$ cat src/rtl/olr_pkg.sv
package olr_pkg;

    localparam int SAMPLE_BITS_DEF = 16;
    localparam int COUNT_BITS_DEF  = 16;
    localparam int FRAC_BITS_DEF   = 16;

    localparam int WIDE_BITS = 128;
    localparam int MULB_BITS = 48;

    typedef logic signed [WIDE_BITS-1:0] wide_t;
    typedef logic signed [MULB_BITS-1:0] mulb_t;

    localparam logic [2:0] REQ_ADD    = 3'd0;
    localparam logic [2:0] REQ_OFFSET = 3'd1;
    localparam logic [2:0] REQ_MUL    = 3'd2;
    localparam logic [2:0] REQ_DIV    = 3'd3;
    localparam logic [2:0] REQ_MERGE  = 3'd4;

    localparam logic [1:0] ST_OK       = 2'd0;
    localparam logic [1:0] ST_FLAT_X   = 2'd1;
    localparam logic [1:0] ST_DIV_ZERO = 2'd2;
    localparam logic [1:0] ST_FULL     = 2'd3;

    typedef enum logic [4:0] {
        S_IDLE,
        S_DISPATCH,
        S_AP_XX,
        S_AP_XY,
        S_RF_M1,
        S_RF_M2,
        S_RF_M3,
        S_RF_M4,
        S_RF_D1,
        S_RF_M5,
        S_RF_D2,
        S_MU_A,
        S_MU_AD,
        S_MU_B,
        S_MU_BD,
        S_DV_A,
        S_DV_B,
        S_RB,
        S_RB_M6,
        S_RB_M7,
        S_RB_M1,
        S_RB_M2,
        S_RB_M8,
        S_RB_M9,
        S_RB_D3,
        S_DONE
    } olr_state_t;

    function automatic wide_t sat_s(input wide_t v, input int bits);
        wide_t mx;
        wide_t mn;
        mx = (wide_t'(1) <<< (bits - 1)) - wide_t'(1);
        mn = -mx - wide_t'(1);
        if (v > mx)
            return mx;
        else if (v < mn)
            return mn;
        return v;
    endfunction

    function automatic logic signed [47:0] sat48(input wide_t v);
        wide_t s;
        s = sat_s(v, 48);
        return s[47:0];
    endfunction

    function automatic logic signed [62:0] sat63(input wide_t v);
        wide_t s;
        s = sat_s(v, 63);
        return s[62:0];
    endfunction

    function automatic logic signed [32:0] sat33(input wide_t v);
        wide_t s;
        s = sat_s(v, 33);
        return s[32:0];
    endfunction

    function automatic logic [46:0] satu47(input wide_t v);
        wide_t mx;
        wide_t s;
        mx = (wide_t'(1) <<< 47) - wide_t'(1);
        if (v < 0)
            s = '0;
        else if (v > mx)
            s = mx;
        else
            s = v;
        return s[46:0];
    endfunction

endpackage

$ cat src/rtl/olr_mul.sv
module olr_mul
(
    input  logic          clk,
    input  logic          rst_n,
    input  logic          start,
    input  olr_pkg::wide_t a,
    input  olr_pkg::mulb_t b,
    output logic          done,
    output olr_pkg::wide_t p
);

    localparam int CNT_BITS = $clog2(olr_pkg::MULB_BITS + 1);

    logic                          busy_reg, busy_next;
    logic                          done_reg, done_next;
    logic [CNT_BITS-1:0]           cnt_reg, cnt_next;
    logic                          neg_reg, neg_next;
    logic [olr_pkg::WIDE_BITS-1:0] ma_reg, ma_next;
    logic [olr_pkg::MULB_BITS-1:0] mb_reg, mb_next;
    logic [olr_pkg::WIDE_BITS-1:0] acc_reg, acc_next;
    olr_pkg::wide_t                p_reg, p_next;

    always_ff @(posedge clk or negedge rst_n)
    begin
        if (!rst_n)
        begin
            busy_reg <= 1'b0;
            done_reg <= 1'b0;
        end
        else
        begin
            busy_reg <= busy_next;
            done_reg <= done_next;
        end
    end

    always_ff @(posedge clk)
    begin
        cnt_reg <= cnt_next;
        neg_reg <= neg_next;
        ma_reg  <= ma_next;
        mb_reg  <= mb_next;
        acc_reg <= acc_next;
        p_reg   <= p_next;
    end

    // one multiplier bit per cycle, magnitudes, sign fixed at the end
    always_comb
    begin
        busy_next = busy_reg;
        done_next = 1'b0;
        cnt_next  = cnt_reg;
        neg_next  = neg_reg;
        ma_next   = ma_reg;
        mb_next   = mb_reg;
        acc_next  = acc_reg;
        p_next    = p_reg;
        if (start)
        begin
            busy_next = 1'b1;
            cnt_next  = CNT_BITS'(olr_pkg::MULB_BITS);
            neg_next  = a[olr_pkg::WIDE_BITS-1] ^ b[olr_pkg::MULB_BITS-1];
            ma_next   = a[olr_pkg::WIDE_BITS-1] ? -a : a;
            mb_next   = b[olr_pkg::MULB_BITS-1] ? -b : b;
            acc_next  = '0;
        end
        else if (busy_reg)
        begin
            if (cnt_reg == '0)
            begin
                busy_next = 1'b0;
                done_next = 1'b1;
                p_next    = neg_reg ? -olr_pkg::wide_t'(acc_reg) : olr_pkg::wide_t'(acc_reg);
            end
            else
            begin
                if (mb_reg[0])
                    acc_next = acc_reg + ma_reg;
                ma_next  = ma_reg << 1;
                mb_next  = mb_reg >> 1;
                cnt_next = cnt_reg - CNT_BITS'(1);
            end
        end
    end

    assign done = done_reg;
    assign p    = p_reg;

endmodule

$ cat config.mk
export PLATFORM = sky130hd
export DESIGN_NAME = olr_mul
export DESIGN_NICKNAME = d
export VERILOG_FILES = /design/src/rtl/olr_pkg.sv /design/src/rtl/olr_mul.sv
export SDC_FILE = /design/constraint.sdc
export NUM_CORES = 1
export LEC_CHECK = 0
export BUFFER_PORTS_ARGS = -buffer_cell sky130_fd_sc_hd__clkbuf_2
export CAP_MARGIN = 20
export CORE_MARGIN = 3
export CORE_UTILIZATION = 50
export DETAILED_ROUTE_END_ITERATION = 6
export PLACE_DENSITY = 0.78
export SETUP_SLACK_MARGIN = 0.5
export SYNTH_ARGS = -nofsm -noshare
export SYNTH_HDL_FRONTEND = slang
export SYNTH_SLANG_ARGS = --single-unit
$ cat constraint.sdc
create_clock -name clk -period 30.5 [get_ports clk]
set_clock_uncertainty 0.1 [all_clocks]
set_input_delay 6.1 -clock clk [delete_from_list [all_inputs] [get_ports clk]]
set_output_delay 6.1 -clock clk [all_outputs]
set_load 0.1 [all_outputs]
* After elaboration in Yosys (flattened, before gate mapping)
Index checks and enable logic that the tools add are counted.
W data, S select, Z words.
** Cells by class
- Bitwise gates (word level) :: 3
- Eq/ne operators :: 1
- Mux-type cells :: 15
- Add/subtract/negate cells :: 5
- Reductions and logical operators :: 6
** Operators with widths (count)
- $mux W128 :: 5
- $neg A128 Y128 :: 2
- $mux W48 :: 4
- $add A128 B128 Y128 :: 1
- $neg A48 Y48 :: 1
- $logic_not A6 Y1 :: 1
- $mux W1 :: 6
- $reduce_and A3 Y1 :: 2
- $sub A6 B1 Y6 const B :: 1
- $reduce_and A2 Y1 :: 2
- $ne A2 B2 Y1 const B :: 1
- $not A1 Y1 :: 2
- $reduce_bool A2 Y1 :: 1
- $xor A1 B1 Y1 :: 1
** Word-level totals
- Register bits after elaboration :: 441
- Input bits :: 179
- Output and inout bits :: 129

* Logic depth before layout (Yosys ltp)
- Depth in word-level cells :: 4
- Mapped depth :: 14
- Gate-level depth less buffers :: 14

* Worst setup path after synthesis
No wires, ideal clock.
- Path type :: input to register
- Start :: in start
- End :: reg p_reg[0] (netlist: p[0]), enable pin
- Stages :: 4
- Slack :: 13707 ps
- Setup time :: 798 ps
- Arrival :: 15895 ps
- Cell sequence :: clkbuf_1 -> clkbuf_1 -> buf_6 -> nor3b_1
** Between the ends
- Cells in the longest elaborated chain, start to end :: 2
** Ends and longest elaborated chain
- start, declared :: line olr_mul.sv:5 : input logic start,
- $not A1 Y1 (no source line)
- $reduce_and A3 Y1 (no source line)
- end signal, assigned :: line olr_mul.sv:44 : p_reg <= p_next;
- end, declared :: line olr_mul.sv:21 : olr_pkg::wide_t p_reg, p_next;
Every way passes these cells.
A chain may end at the register's enable or synchronous reset.

* Worst setup path after layout
- Start :: in a[12]
- End :: reg ma_reg[123] in the netlist's numbering, data pin
** Between the ends
- Cells in the longest elaborated chain, start to end :: 3
** Ends and longest elaborated chain
- start, declared :: line olr_mul.sv:6 : input olr_pkg::wide_t a,
- $neg A128 Y128 :: line olr_mul.sv:63 : ma_next = a[olr_pkg::WIDE_BITS-1] ? -a : a;
- $mux W128 :: line olr_mul.sv:63
- $mux W128 :: line olr_mul.sv:58 : if (start)
- via ma_next (one bit) :: line olr_mul.sv:18 : logic [olr_pkg::WIDE_BITS-1:0] ma_reg, ma_next;
- end signal, assigned :: line olr_mul.sv:41 : ma_reg <= ma_next;
- end, declared :: line olr_mul.sv:18
The timed path passes the listed nets, and every way through them passes these cells.

==> results.sh <==
export IMPL_antenna_found_initial=27
export IMPL_wirelength_mm=101
export IMPL_synth_common_cells="nand2_1, a21oi_1, nor2_1"
export IMPL_layout_nets=4041
export IMPL_die_w_um=253
export IMPL_tightest_slew_ns=1.08
export IMPL_drt_iter0_drc=2939
export IMPL_cts_made_buffers=50
export IMPL_finalPower_mw=3.21
export IMPL_cp_common_cell="or4b_4"
export IMPL_yosysWarnings=0
export IMPL_fillers=5480
export IMPL_cap_viol_max_count=0
export IMPL_syn_area_mm2=0.0305
export IMPL_netSwitchingFraction=0.447
export IMPL_dr_pass1_iters=6
export IMPL_grt_pass1_vias=25800
export IMPL_p_per_area_mw_per_mm2=93.7
export IMPL_viasPerCell=6.16
export IMPL_rsz0062_at_grt="false"
export IMPL_cts_max_level=2
export IMPL_power_leakage_nw=13.3
export IMPL_clockBufferDepth=3
export IMPL_relSlewSlack=0.279
export IMPL_worst_path_max_delay_cell="nor4_2"
export IMPL_synthesis_nets=3842
export IMPL_hold_viol_final=0
export IMPL_synth_cells=3530
export IMPL_worstPathArrival_ns=10.72
export IMPL_synth_seq_cells=441
export IMPL_grt_use_total=0.305
export IMPL_ios=308
export IMPL_cts_hold_buf=0
export IMPL_hp_class="reg -> reg"
export IMPL_yosysMostFrequentCell="nand2_1"
export IMPL_num_vias=28100
export IMPL_row_count=89
export IMPL_clock_sinks=441
export IMPL_cts_setup_buffers=0
export IMPL_vdd_drop_max_mv=0.0475
export IMPL_cts_repair_resized=0
export IMPL_p_int_mw=1.77
export IMPL_cp_top_family="simple AND/OR/NAND/NOR gates"
export IMPL_cp_num_buf_inv=1
export IMPL_r2r_setup_slack_ns=24.66
export IMPL_cp_required_ns=30.71
export IMPL_path_cells="clkbuf_2, nor4_2, or4b_4, nor4b_4, nand4_4, nor4_4, or4b_4, or2_4, or3_4, or4b_4, o31ai_2, xor2_1, a21oi_1"
export IMPL_synth_top_area_cell="edfxtp_1"
export IMPL_overflow=0
export IMPL_fin_setup_tns_ns=0
export IMPL_crit_path_end_kind="flop"
export IMPL_ys_flop_type="edfxtp_1"
export IMPL_dieArea_mm2=0.0640
export IMPL_fin_crit_sh=0.345
export IMPL_final_area_mm2=0.0342
export IMPL_fmax_mhz=95.1
export IMPL_grt_max_degree=217
export IMPL_initial_core_util=0.511
export IMPL_hpwl_mm=77.0
export IMPL_setup_viol=0
export IMPL_min_period_ns=10.51
export IMPL_fin_util=0.574
export IMPL_seqPwrFrac=0.301
export IMPL_syn2layout_area_growth_pct=12.2
export IMPL_die_h_um=253
export IMPL_start_kind="input pin"
export IMPL_netlist_cell_type_count=87
export IMPL_post_drt_wl_per_cell_um=22.0
export IMPL_dp_slack_ns=19.35
export IMPL_cts_tree="built"
export IMPL_core_area_mm2=0.0597
export IMPL_drv_slew=0
export IMPL_place_gp_congestion=0.976
export IMPL_synth_top_area_share=0.300
export IMPL_post_route_drc_count=0
export IMPL_status="finished, final reports clean"
export IMPL_fin_cells=4560
export IMPL_power_frac_clock=0.195
export IMPL_place_area_mm2=0.0325
export IMPL_crit_fanout=8
export IMPL_port_buffers=307
export IMPL_cpPeakStageDelay_ns=0.58
export IMPL_clk_pin_slew_ns=0.06
export IMPL_ys_seq_area_frac=0.390
export IMPL_grt_pass1_wl_mm=152
export IMPL_synthArstFlopShare=0.00454
export IMPL_multi_input_area_mm2=0.0177
export IMPL_avgSynthCellArea_um2=8.64
export IMPL_final_seq_area_mm2=0.0119
export IMPL_dp_cells=4449
export IMPL_clock_root_buffer="clkbuf_16"
export IMPL_clkLatencyLatePin_ns=0.61
export IMPL_synth_area_leaders="edfxtp_1, dfxtp_1, a21oi_1"
export IMPL_worstSetupPathType="in -> reg"
export IMPL_drive_gt1_frac=0.122
export IMPL_comb_power_share=0.504
export IMPL_p_sw_mw=1.43
export IMPL_synth_edff_count=305
export IMPL_fin_ws_ns=19.99
export IMPL_ant_nets=0
export IMPL_whs_ns=0.408
routing by layer:
layer | part of all wire | global-route usage | routed length, µm | vias to the layer above
li1 | - | - | - | 13400
met1 | 0.43 | 0.423 | 43000 | 13200
met2 | 0.44 | 0.467 | 44100 | 1276
met3 | 0.098 | 0.0755 | 9840 | 190
met4 | 0.034 | 0.106 | 3450 | 24
met5 | 0.0015 | 0 | 151 | -
worst min-delay path, delay by kind of cell, from the launching register on:
kind	cells	cell delay, ns
flip-flops	1	0.34
AO/OA/AOI/OAI	1	0.05
AND/OR/NAND/NOR	1	0.07
layout by cell type (no fill, tap or decap), types with 21 or more instances in the layout:
cell,instances
nand2_1,448
nor2_1,327
o31ai_1,91
edfxtp_1,305
a21o_1,80
clkbuf_2,305
dfxtp_1,134
or4_1,45
buf_4,21
o21bai_1,39
nand3_1,43
clkbuf_16,53
ha_1,132
a21oi_1,440
a31oi_1,21
o41ai_1,51
nand2b_1,33
nor4_1,41
o21ai_0,238
nor3_1,67
xnor2_1,195
nand4_1,67
inv_1,52
xor2_1,225
or3_1,52
worst paths after layout:
| check | startpoint | endpoint | cells past startpoint |
|---|---|---|---|
| worst min register to register | acc_reg[5] | acc_reg[5] | 2 |
| worst max-delay path | a[12] | ma_reg[123] | 13 |
| worst max register to register | acc_reg[2] | p[123] | 12 |
| worst min-delay path | acc_reg[5] | acc_reg[5] | 2 |
| max in group asynchronous | rst_n | busy_reg | 1 |
| min in group asynchronous | rst_n | busy_reg | 1 |
cell families after synthesis:
logic type      share of synthesized area
buf+inv                            0.0297
flops                               0.390
xor+xnor                            0.121
fa+ha+maj                          0.0548
mux                               0.00283
simple gates                        0.190
compound gates                      0.212
power groups by stage:
stage	Clock [mW]	Sequential, mW	Combinational (mW)
detailed placement	0	0.968	1.56
global route	0.654	0.976	1.78
finish	0.626	0.965	1.62
global placement	0	0.964	1.55
CTS	0.634	0.956	1.58
floorplan	0	0.900	1.17
layout make-up:
class	count	area share
Antenna cell	16	0.00117
Clock buffer	68	0.0416
Clock inverter	26	0.00778
Inverter	52	0.00570
Multi-Input combinational cell	2855	0.518
Sequential cell	441	0.347
Tap cell	773	0.0283
Timing Repair Buffer	329	0.0504
Note: power is estimated with default switching activity, not from simulation.
