**config.mk**
```make
export PLATFORM = sky130hd
export DESIGN_NAME = olr_div
export DESIGN_NICKNAME = d
export VERILOG_FILES = /design/src/rtl/olr_pkg.sv /design/src/rtl/olr_div.sv
export SDC_FILE = /design/constraint.sdc
export NUM_CORES = 1
export LEC_CHECK = 0
export ABC_CLOCK_PERIOD_IN_PS = 13400
export BUFFER_PORTS_ARGS = -buffer_cell sky130_fd_sc_hd__buf_2
export CAP_MARGIN = 20
export CORE_AREA = 2 2 305 307
export CTS_BUF_LIST = sky130_fd_sc_hd__clkbuf_4 sky130_fd_sc_hd__clkbuf_8
export DETAILED_ROUTE_END_ITERATION = 6
export DIE_AREA = 0 0 307 309
export PLACE_DENSITY = 0.67
export RECOVER_POWER = 50
export SLEW_MARGIN = 10
export SYNTH_ARGS = -nofsm -noshare
export SYNTH_HDL_FRONTEND = slang
export SYNTH_SLANG_ARGS = --single-unit
```
**constraint.sdc**
```tcl
create_clock -name clk -period 13.4 [get_ports clk]
set_clock_uncertainty 0.05 [all_clocks]
set_input_delay 1.34 -clock clk [delete_from_list [all_inputs] [get_ports clk]]
set_output_delay 1.34 -clock clk [all_outputs]
set_load 0.01 [all_outputs]
```
**src/rtl/olr_pkg.sv**
```systemverilog
package olr_pkg;

    localparam int SAMPLE_BITS_DEF = 16;
    localparam int COUNT_BITS_DEF  = 16;
    localparam int FRAC_BITS_DEF   = 16;

    localparam int WIDE_BITS = 128;
    localparam int MULB_BITS = 48;

    typedef logic signed [WIDE_BITS-1:0] wide_t;
    typedef logic signed [MULB_BITS-1:0] mulb_t;

    localparam logic [2:0] REQ_ADD    = 3'd0;
    localparam logic [2:0] REQ_OFFSET = 3'd1;
    localparam logic [2:0] REQ_MUL    = 3'd2;
    localparam logic [2:0] REQ_DIV    = 3'd3;
    localparam logic [2:0] REQ_MERGE  = 3'd4;

    localparam logic [1:0] ST_OK       = 2'd0;
    localparam logic [1:0] ST_FLAT_X   = 2'd1;
    localparam logic [1:0] ST_DIV_ZERO = 2'd2;
    localparam logic [1:0] ST_FULL     = 2'd3;

    typedef enum logic [4:0] {
        S_IDLE,
        S_DISPATCH,
        S_AP_XX,
        S_AP_XY,
        S_RF_M1,
        S_RF_M2,
        S_RF_M3,
        S_RF_M4,
        S_RF_D1,
        S_RF_M5,
        S_RF_D2,
        S_MU_A,
        S_MU_AD,
        S_MU_B,
        S_MU_BD,
        S_DV_A,
        S_DV_B,
        S_RB,
        S_RB_M6,
        S_RB_M7,
        S_RB_M1,
        S_RB_M2,
        S_RB_M8,
        S_RB_M9,
        S_RB_D3,
        S_DONE
    } olr_state_t;

    function automatic wide_t sat_s(input wide_t v, input int bits);
        wide_t mx;
        wide_t mn;
        mx = (wide_t'(1) <<< (bits - 1)) - wide_t'(1);
        mn = -mx - wide_t'(1);
        if (v > mx)
            return mx;
        else if (v < mn)
            return mn;
        return v;
    endfunction

    function automatic logic signed [47:0] sat48(input wide_t v);
        wide_t s;
        s = sat_s(v, 48);
        return s[47:0];
    endfunction

    function automatic logic signed [62:0] sat63(input wide_t v);
        wide_t s;
        s = sat_s(v, 63);
        return s[62:0];
    endfunction

    function automatic logic signed [32:0] sat33(input wide_t v);
        wide_t s;
        s = sat_s(v, 33);
        return s[32:0];
    endfunction

    function automatic logic [46:0] satu47(input wide_t v);
        wide_t mx;
        wide_t s;
        mx = (wide_t'(1) <<< 47) - wide_t'(1);
        if (v < 0)
            s = '0;
        else if (v > mx)
            s = mx;
        else
            s = v;
        return s[46:0];
    endfunction

endpackage

```
**src/rtl/olr_div.sv**
```systemverilog
module olr_div
(
    input  logic           clk,
    input  logic           rst_n,
    input  logic           start,
    input  olr_pkg::wide_t n,
    input  olr_pkg::wide_t d,
    output logic           done,
    output olr_pkg::wide_t q
);

    localparam int W        = olr_pkg::WIDE_BITS;
    localparam int CNT_BITS = $clog2(W + 1);

    logic                busy_reg, busy_next;
    logic                done_reg, done_next;
    logic [CNT_BITS-1:0] cnt_reg, cnt_next;
    logic                neg_reg, neg_next;
    logic [W-1:0]        dm_reg, dm_next;
    logic [W-1:0]        rem_reg, rem_next;
    logic [W-1:0]        quo_reg, quo_next;
    olr_pkg::wide_t      q_reg, q_next;
    logic [W:0]          trial;
    logic [W-1:0]        shifted;

    always_ff @(posedge clk or negedge rst_n)
    begin
        if (!rst_n)
        begin
            busy_reg <= 1'b0;
            done_reg <= 1'b0;
        end
        else
        begin
            busy_reg <= busy_next;
            done_reg <= done_next;
        end
    end

    always_ff @(posedge clk)
    begin
        cnt_reg <= cnt_next;
        neg_reg <= neg_next;
        dm_reg  <= dm_next;
        rem_reg <= rem_next;
        quo_reg <= quo_next;
        q_reg   <= q_next;
    end

    assign shifted = {rem_reg[W-2:0], quo_reg[W-1]};
    assign trial   = {1'b0, shifted} - {1'b0, dm_reg};

    // restoring division, one quotient bit per cycle, truncates toward zero
    always_comb
    begin
        busy_next = busy_reg;
        done_next = 1'b0;
        cnt_next  = cnt_reg;
        neg_next  = neg_reg;
        dm_next   = dm_reg;
        rem_next  = rem_reg;
        quo_next  = quo_reg;
        q_next    = q_reg;
        if (start)
        begin
            busy_next = 1'b1;
            cnt_next  = CNT_BITS'(W);
            neg_next  = n[W-1] ^ d[W-1];
            dm_next   = d[W-1] ? -d : d;
            quo_next  = n[W-1] ? -n : n;
            rem_next  = '0;
        end
        else if (busy_reg)
        begin
            if (cnt_reg == '0)
            begin
                busy_next = 1'b0;
                done_next = 1'b1;
                q_next    = neg_reg ? -olr_pkg::wide_t'(quo_reg) : olr_pkg::wide_t'(quo_reg);
            end
            else
            begin
                if (!trial[W])
                begin
                    rem_next = trial[W-1:0];
                    quo_next = {quo_reg[W-2:0], 1'b1};
                end
                else
                begin
                    rem_next = shifted;
                    quo_next = {quo_reg[W-2:0], 1'b0};
                end
                cnt_next = cnt_reg - CNT_BITS'(1);
            end
        end
    end

    assign done = done_reg;
    assign q    = q_reg;

endmodule

```
**Yosys cells after proc, flatten, opt, wreduce, memory -nomap -nowiden**

Cells that the tools add are included.

- Register bits: 522
- Bits in latches: 0
- RAM bits: 0
- Bits in read-only memories: 0
- Input port bits: 259
- Output and inout port bits: 129
- Word-level logic and storage cells: 37
- Memories kept: 0

- Add/sub/neg operators: 5
- $mul: 0
- Divide/modulo/power cells: 0
- Order comparisons: 0
- Equal/unequal tests: 1
- Shifts and indexed selects: 0
- Muxes and demuxes: 14
- Bitwise logic cells: 3
- Reductions and logical operators: 5

Operators by type and width:

| cell | number |
|---|---|
| 128-bit 2-to-1 mux | 5 |
| 128-bit negation | 3 |
| 127-bit 2-to-1 mux | 2 |
| 128-bit by 128-bit subtractor with 129-bit output | 1 |
| 8-bit logical NOT | 1 |
| 8-bit by 1-bit subtractor with 8-bit output (second input constant) | 1 |
| 1-bit 2-to-1 mux | 7 |
| 2-bit AND reduction | 2 |
| 3-bit AND reduction | 1 |
| 2-bit != test (second input constant) | 1 |
| 1-bit inverter | 2 |
| 2-bit nonzero test | 1 |
| 1-bit bitwise XOR | 1 |

**Depth between registers and ports, before layout**

- Word-level depth: 5
- Mapped depth: 18
- Depth with buffers taken out: 15

**Worst setup path before layout**

Ideal clock, no wire load.

- Path type: in2reg
- From: in start
- To: reg q_reg[0], in the netlist q[0], enable pin
- Library setup time: 0.799 ns
- Arrival time: 11.221 ns
- Data required time: 12.551 ns
- Setup slack: 1.330 ns
- Stages: 4
- Buffers on the path: 3
- Path through: clkbuf_1 clkbuf_1 buf_1 nor3b_1

- Longest elaborated chain between the ends: 2

RTL lines:

| element | line | source |
|---|---|---|
| start: declaration | olr_div.sv:5 | `input logic start,` |
| 1-bit inverter (no source line) | n/a |  |
| 3-bit AND reduction (no source line) | n/a |  |
| end signal: assignment | olr_div.sv:47 | `q_reg <= q_next;` |
| end: declaration | olr_div.sv:22 | `olr_pkg::wide_t q_reg, q_next;` |

No other way between the ends.
A chain may end at the register's enable or synchronous reset.

**Final worst setup path**

- From: in start
- To: reg quo_reg[109], enable pin

- Longest elaborated chain between the ends: 2

RTL lines:

| element | line | source |
|---|---|---|
| 2-bit != test (no source line) / 2-bit nonzero test (equally long branches) | n/a |  |
| 2-bit AND reduction (no source line) (*) | n/a |  |
| end signal: assignment | olr_div.sv:46 | `quo_reg <= quo_next;` |
| end: declaration | olr_div.sv:21 | `logic [W-1:0] quo_reg, quo_next;` |

Every way passes the cells marked *; elsewhere a longest branch is shown, timed or not.

==> results.yml <==
power:
  internal_power_w: 0.00320
  ir_worst_vdd_mv: 0.0779
  power_frac_comb: 0.183
  power_density_nw_per_um2: 115
  p_sw_w: 0.00140
  power.share.clock: 0.354
  cellLeakagePower_nw: 14.7
  p_sw_frac: 0.304
  fin_total_pwr_w: 0.00459
  share_seq_of_total_power: 0.464
global_routing:
  antenna_found_initial: 12
  overflow: 0
  grt_max_degree: 106
  grt_pass1_vias: 30500
  grtUsageTotal: 0.228
  grt_pass1_wl_um: 171000
drt:
  initialDrtViolationCount: 2944
  first_pass_iters: 7
  vias_per_cell: 5.68
  wl_per_cell_um: 20.0
  antenna_left: 0
  drc: 2
  wirelength_um: 112000
  vias: 31900
layout:
  synthToLayoutAreaGrowth_pct: 13.2
  nNetsFinal: 4721
  fin_util: 0.439
  layout-drive-gt1-share: 0.112
  nFillCells: 9104
timing:
  finalSetupTns_ps: 0
  tightest_slew_ps: 4170
  period_share: 0.642
  period_minus_slack_ps: 8610
  slew_headroom: -1.78
  rsz0062_at_grt: "false"
  setup_violations: 0
  fmax_ghz: 0.116
  hold_viol_final: 0
  final_max_slew_viol_count: 552
setup_path:
  cp-end-kind: "register"
  path_max_fanout: 95
  critPathLaunchType: "input pin"
  worstSetupPathType: "in -> reg"
  required_ps: 13690
  crit_arrival_ps: 8900
floorplanning:
  die_h_um: 309
  die_area_um2: 94900
  core-area_um2: 91400
  row_count: 111
  io_pins: 388
  die_x_um: 307
  initial_core_util: 0.388
flow_run:
  maxCapViolations: 8
yosys:
  synth_warnings: 0
  synth.distinct_cells: 84
  syn_inst: 4024
  synth_top_area_cell: "edfxtp_1"
  synth_flop_cell: "edfxtp_1"
  syn_area_um2: 35400
  ys_seq_elements: 522
  synth.area.top_cells: "edfxtp_1, xnor2_1, dfxtp_1, a21oi_1, o21ai_0"
  yosysSeqAreaShare: 0.404
  syn_nets: 4417
  synth.most_common_cell: "nand2_1"
  async_reset_ff_frac: 0.00383
  synth_top_area_frac: 0.326
  avgSynthCellArea_um2: 8.81
  synth_commonest_cells: "nand2_1, edfxtp_1, a21oi_1"
  synth_edf_count: 385
place:
  gp_congestion: 0.957
  place_hpwl_um: 85000
  io_buffers: 387
clock_tree:
  clockRootBuffer: "clkbuf_8"
  cts-resized-gates: 0
  numCtsBuffers: 94
  clk_pin_slew_worst_paths_ps: 60
  cts_tree: "done"
  cts_hold_buf: 0
  post_cts_buffers: 0
  clock-sinks: 522
  clock_insertion_delay_worst_skew_ps: 750
  cts_max_level: 3
  clockBufferDepth: 3
worst_hold_path:
  hold_path_class: "in -> async"
status:
  status: "finished with violations"
  violations: "DRC, capacitance limit, slew limit"
[metrics by stage]
step                hold WS, ps  setup WS (ps)  instances  instance area, µm²
floorplan                   392           1330       4024               35400
global placement            409           7110       5418               38300
detailed placement          422           7060       5418               38300
CTS                         256           7840       5595               40300
global route                285           4030       5603               40100
finish                      324           4790       5609               40100
[critical path: stages]
cell and delay (ps):
clkbuf_1 2790, clkbuf_1 3030, a21oi_4 -30, inv_6 700
buf_4 860
[per-layer routing]
metal / global-route usage / routed length (µm) / part of all wire
met5: 0 / 31 / 0.00028
met4: 0.0987 / 4410 / 0.039
met3: 0.0360 / 7520 / 0.067
met2: 0.378 / 51900 / 0.46
met1: 0.295 / 48100 / 0.43
[final cells by class]
type / count / area, µm² / share of cell area
sequential: 522 / 14300 / 0.357
clock inverter: 41 / 342 / 0.00851
clock buffer: 136 / 1670 / 0.0417
multi-input combinational: 3114 / 19700 / 0.490
timing repair buffer: 409 / 1910 / 0.0477
inverter: 187 / 707 / 0.0176
tap: 1186 / 1480 / 0.0370
antenna: 14 / 35.0 / 0.000873
[kinds of logic (layout without fill, tap and decap cells)]
| group | count (synthesis) | after routing | share of synthesized area |
|---|---|---|---|
| other | 0 | 14 | 0 |
| adder cells (fa/ha/maj) | 134 | 134 | 0.0475 |
| multiplexers | 15 | 15 | 0.00441 |
| AO/OA/AOI/OAI | 1206 | 1206 | 0.207 |
| XOR/XNOR | 499 | 499 | 0.123 |
| AND/OR/NAND/NOR | 1260 | 1260 | 0.173 |
| flip-flops | 522 | 522 | 0.404 |
| buffers and inverters | 388 | 773 | 0.0412 |
[worst paths after layout]
| check | from | end | slack [ps] | cells past startpoint |
|---|---|---|---|---|
| min reg2reg | rem_reg[17]$_SDFFE_PP0P_ | rem_reg[17]$_SDFFE_PP0P_ | 430 | 2 |
| max | start | quo_reg[109]$_DFFE_PP_ | 4790 | 5 |
| max reg2reg | quo_reg[127]$_DFFE_PP_ | rem_reg[58]$_SDFFE_PP0P_ | 7880 | 16 |
| max in group asynchronous | rst_n | busy_reg$_DFF_PN0_ | 12850 | 1 |
| min in group clk | rem_reg[17]$_SDFFE_PP0P_ | rem_reg[17]$_SDFFE_PP0P_ | 430 | 2 |
| min | rst_n | done$_DFF_PN0_ | 320 | 1 |
[power by group through the flow]
stage               sequential, W  clock [W]  combinational, W
floorplan                 0.00212          0          0.000556
global placement          0.00215          0          0.000823
detailed placement        0.00216          0          0.000831
CTS                       0.00212    0.00166          0.000837
global route              0.00215    0.00172          0.000929
finish                    0.00213    0.00162          0.000839
[cell usage in the layout, fill, tap and decap left out, drive strengths merged, types with 8 or more instances in the layout]
| cell type | netlist | routed |
|---|---|---|
| a22oi | 26 | 26 |
| nor4 | 54 | 54 |
| edfxtp | 385 | 385 |
| a21oi | 381 | 381 |
| or4 | 57 | 57 |
| nand2b | 33 | 33 |
| xor2 | 182 | 182 |
| clkinv | 0 | 28 |
| nand2 | 392 | 392 |
| a21o | 63 | 63 |
| clkbuf | 187 | 277 |
| a211oi | 13 | 13 |
| o41ai | 56 | 56 |
| a21boi | 14 | 14 |
| o21a | 26 | 26 |
| o31ai | 120 | 120 |
| ha | 133 | 133 |
| a31oi | 12 | 12 |
| inv | 187 | 192 |
| nor2b | 12 | 12 |
| or2 | 35 | 35 |
| a22o | 8 | 8 |
| o21ai | 378 | 378 |
| xnor2 | 317 | 317 |
| or3 | 93 | 93 |
| a32oi | 24 | 24 |
| nand3 | 54 | 54 |
| o21bai | 34 | 34 |
| nor2 | 340 | 340 |
| nand4 | 75 | 75 |
| dfxtp | 135 | 135 |
| buf | 14 | 268 |
| nor3 | 75 | 75 |
| diode | 0 | 14 |
| mux2i | 10 | 10 |
No activity file was read; power rests on OpenSTA's default activity.
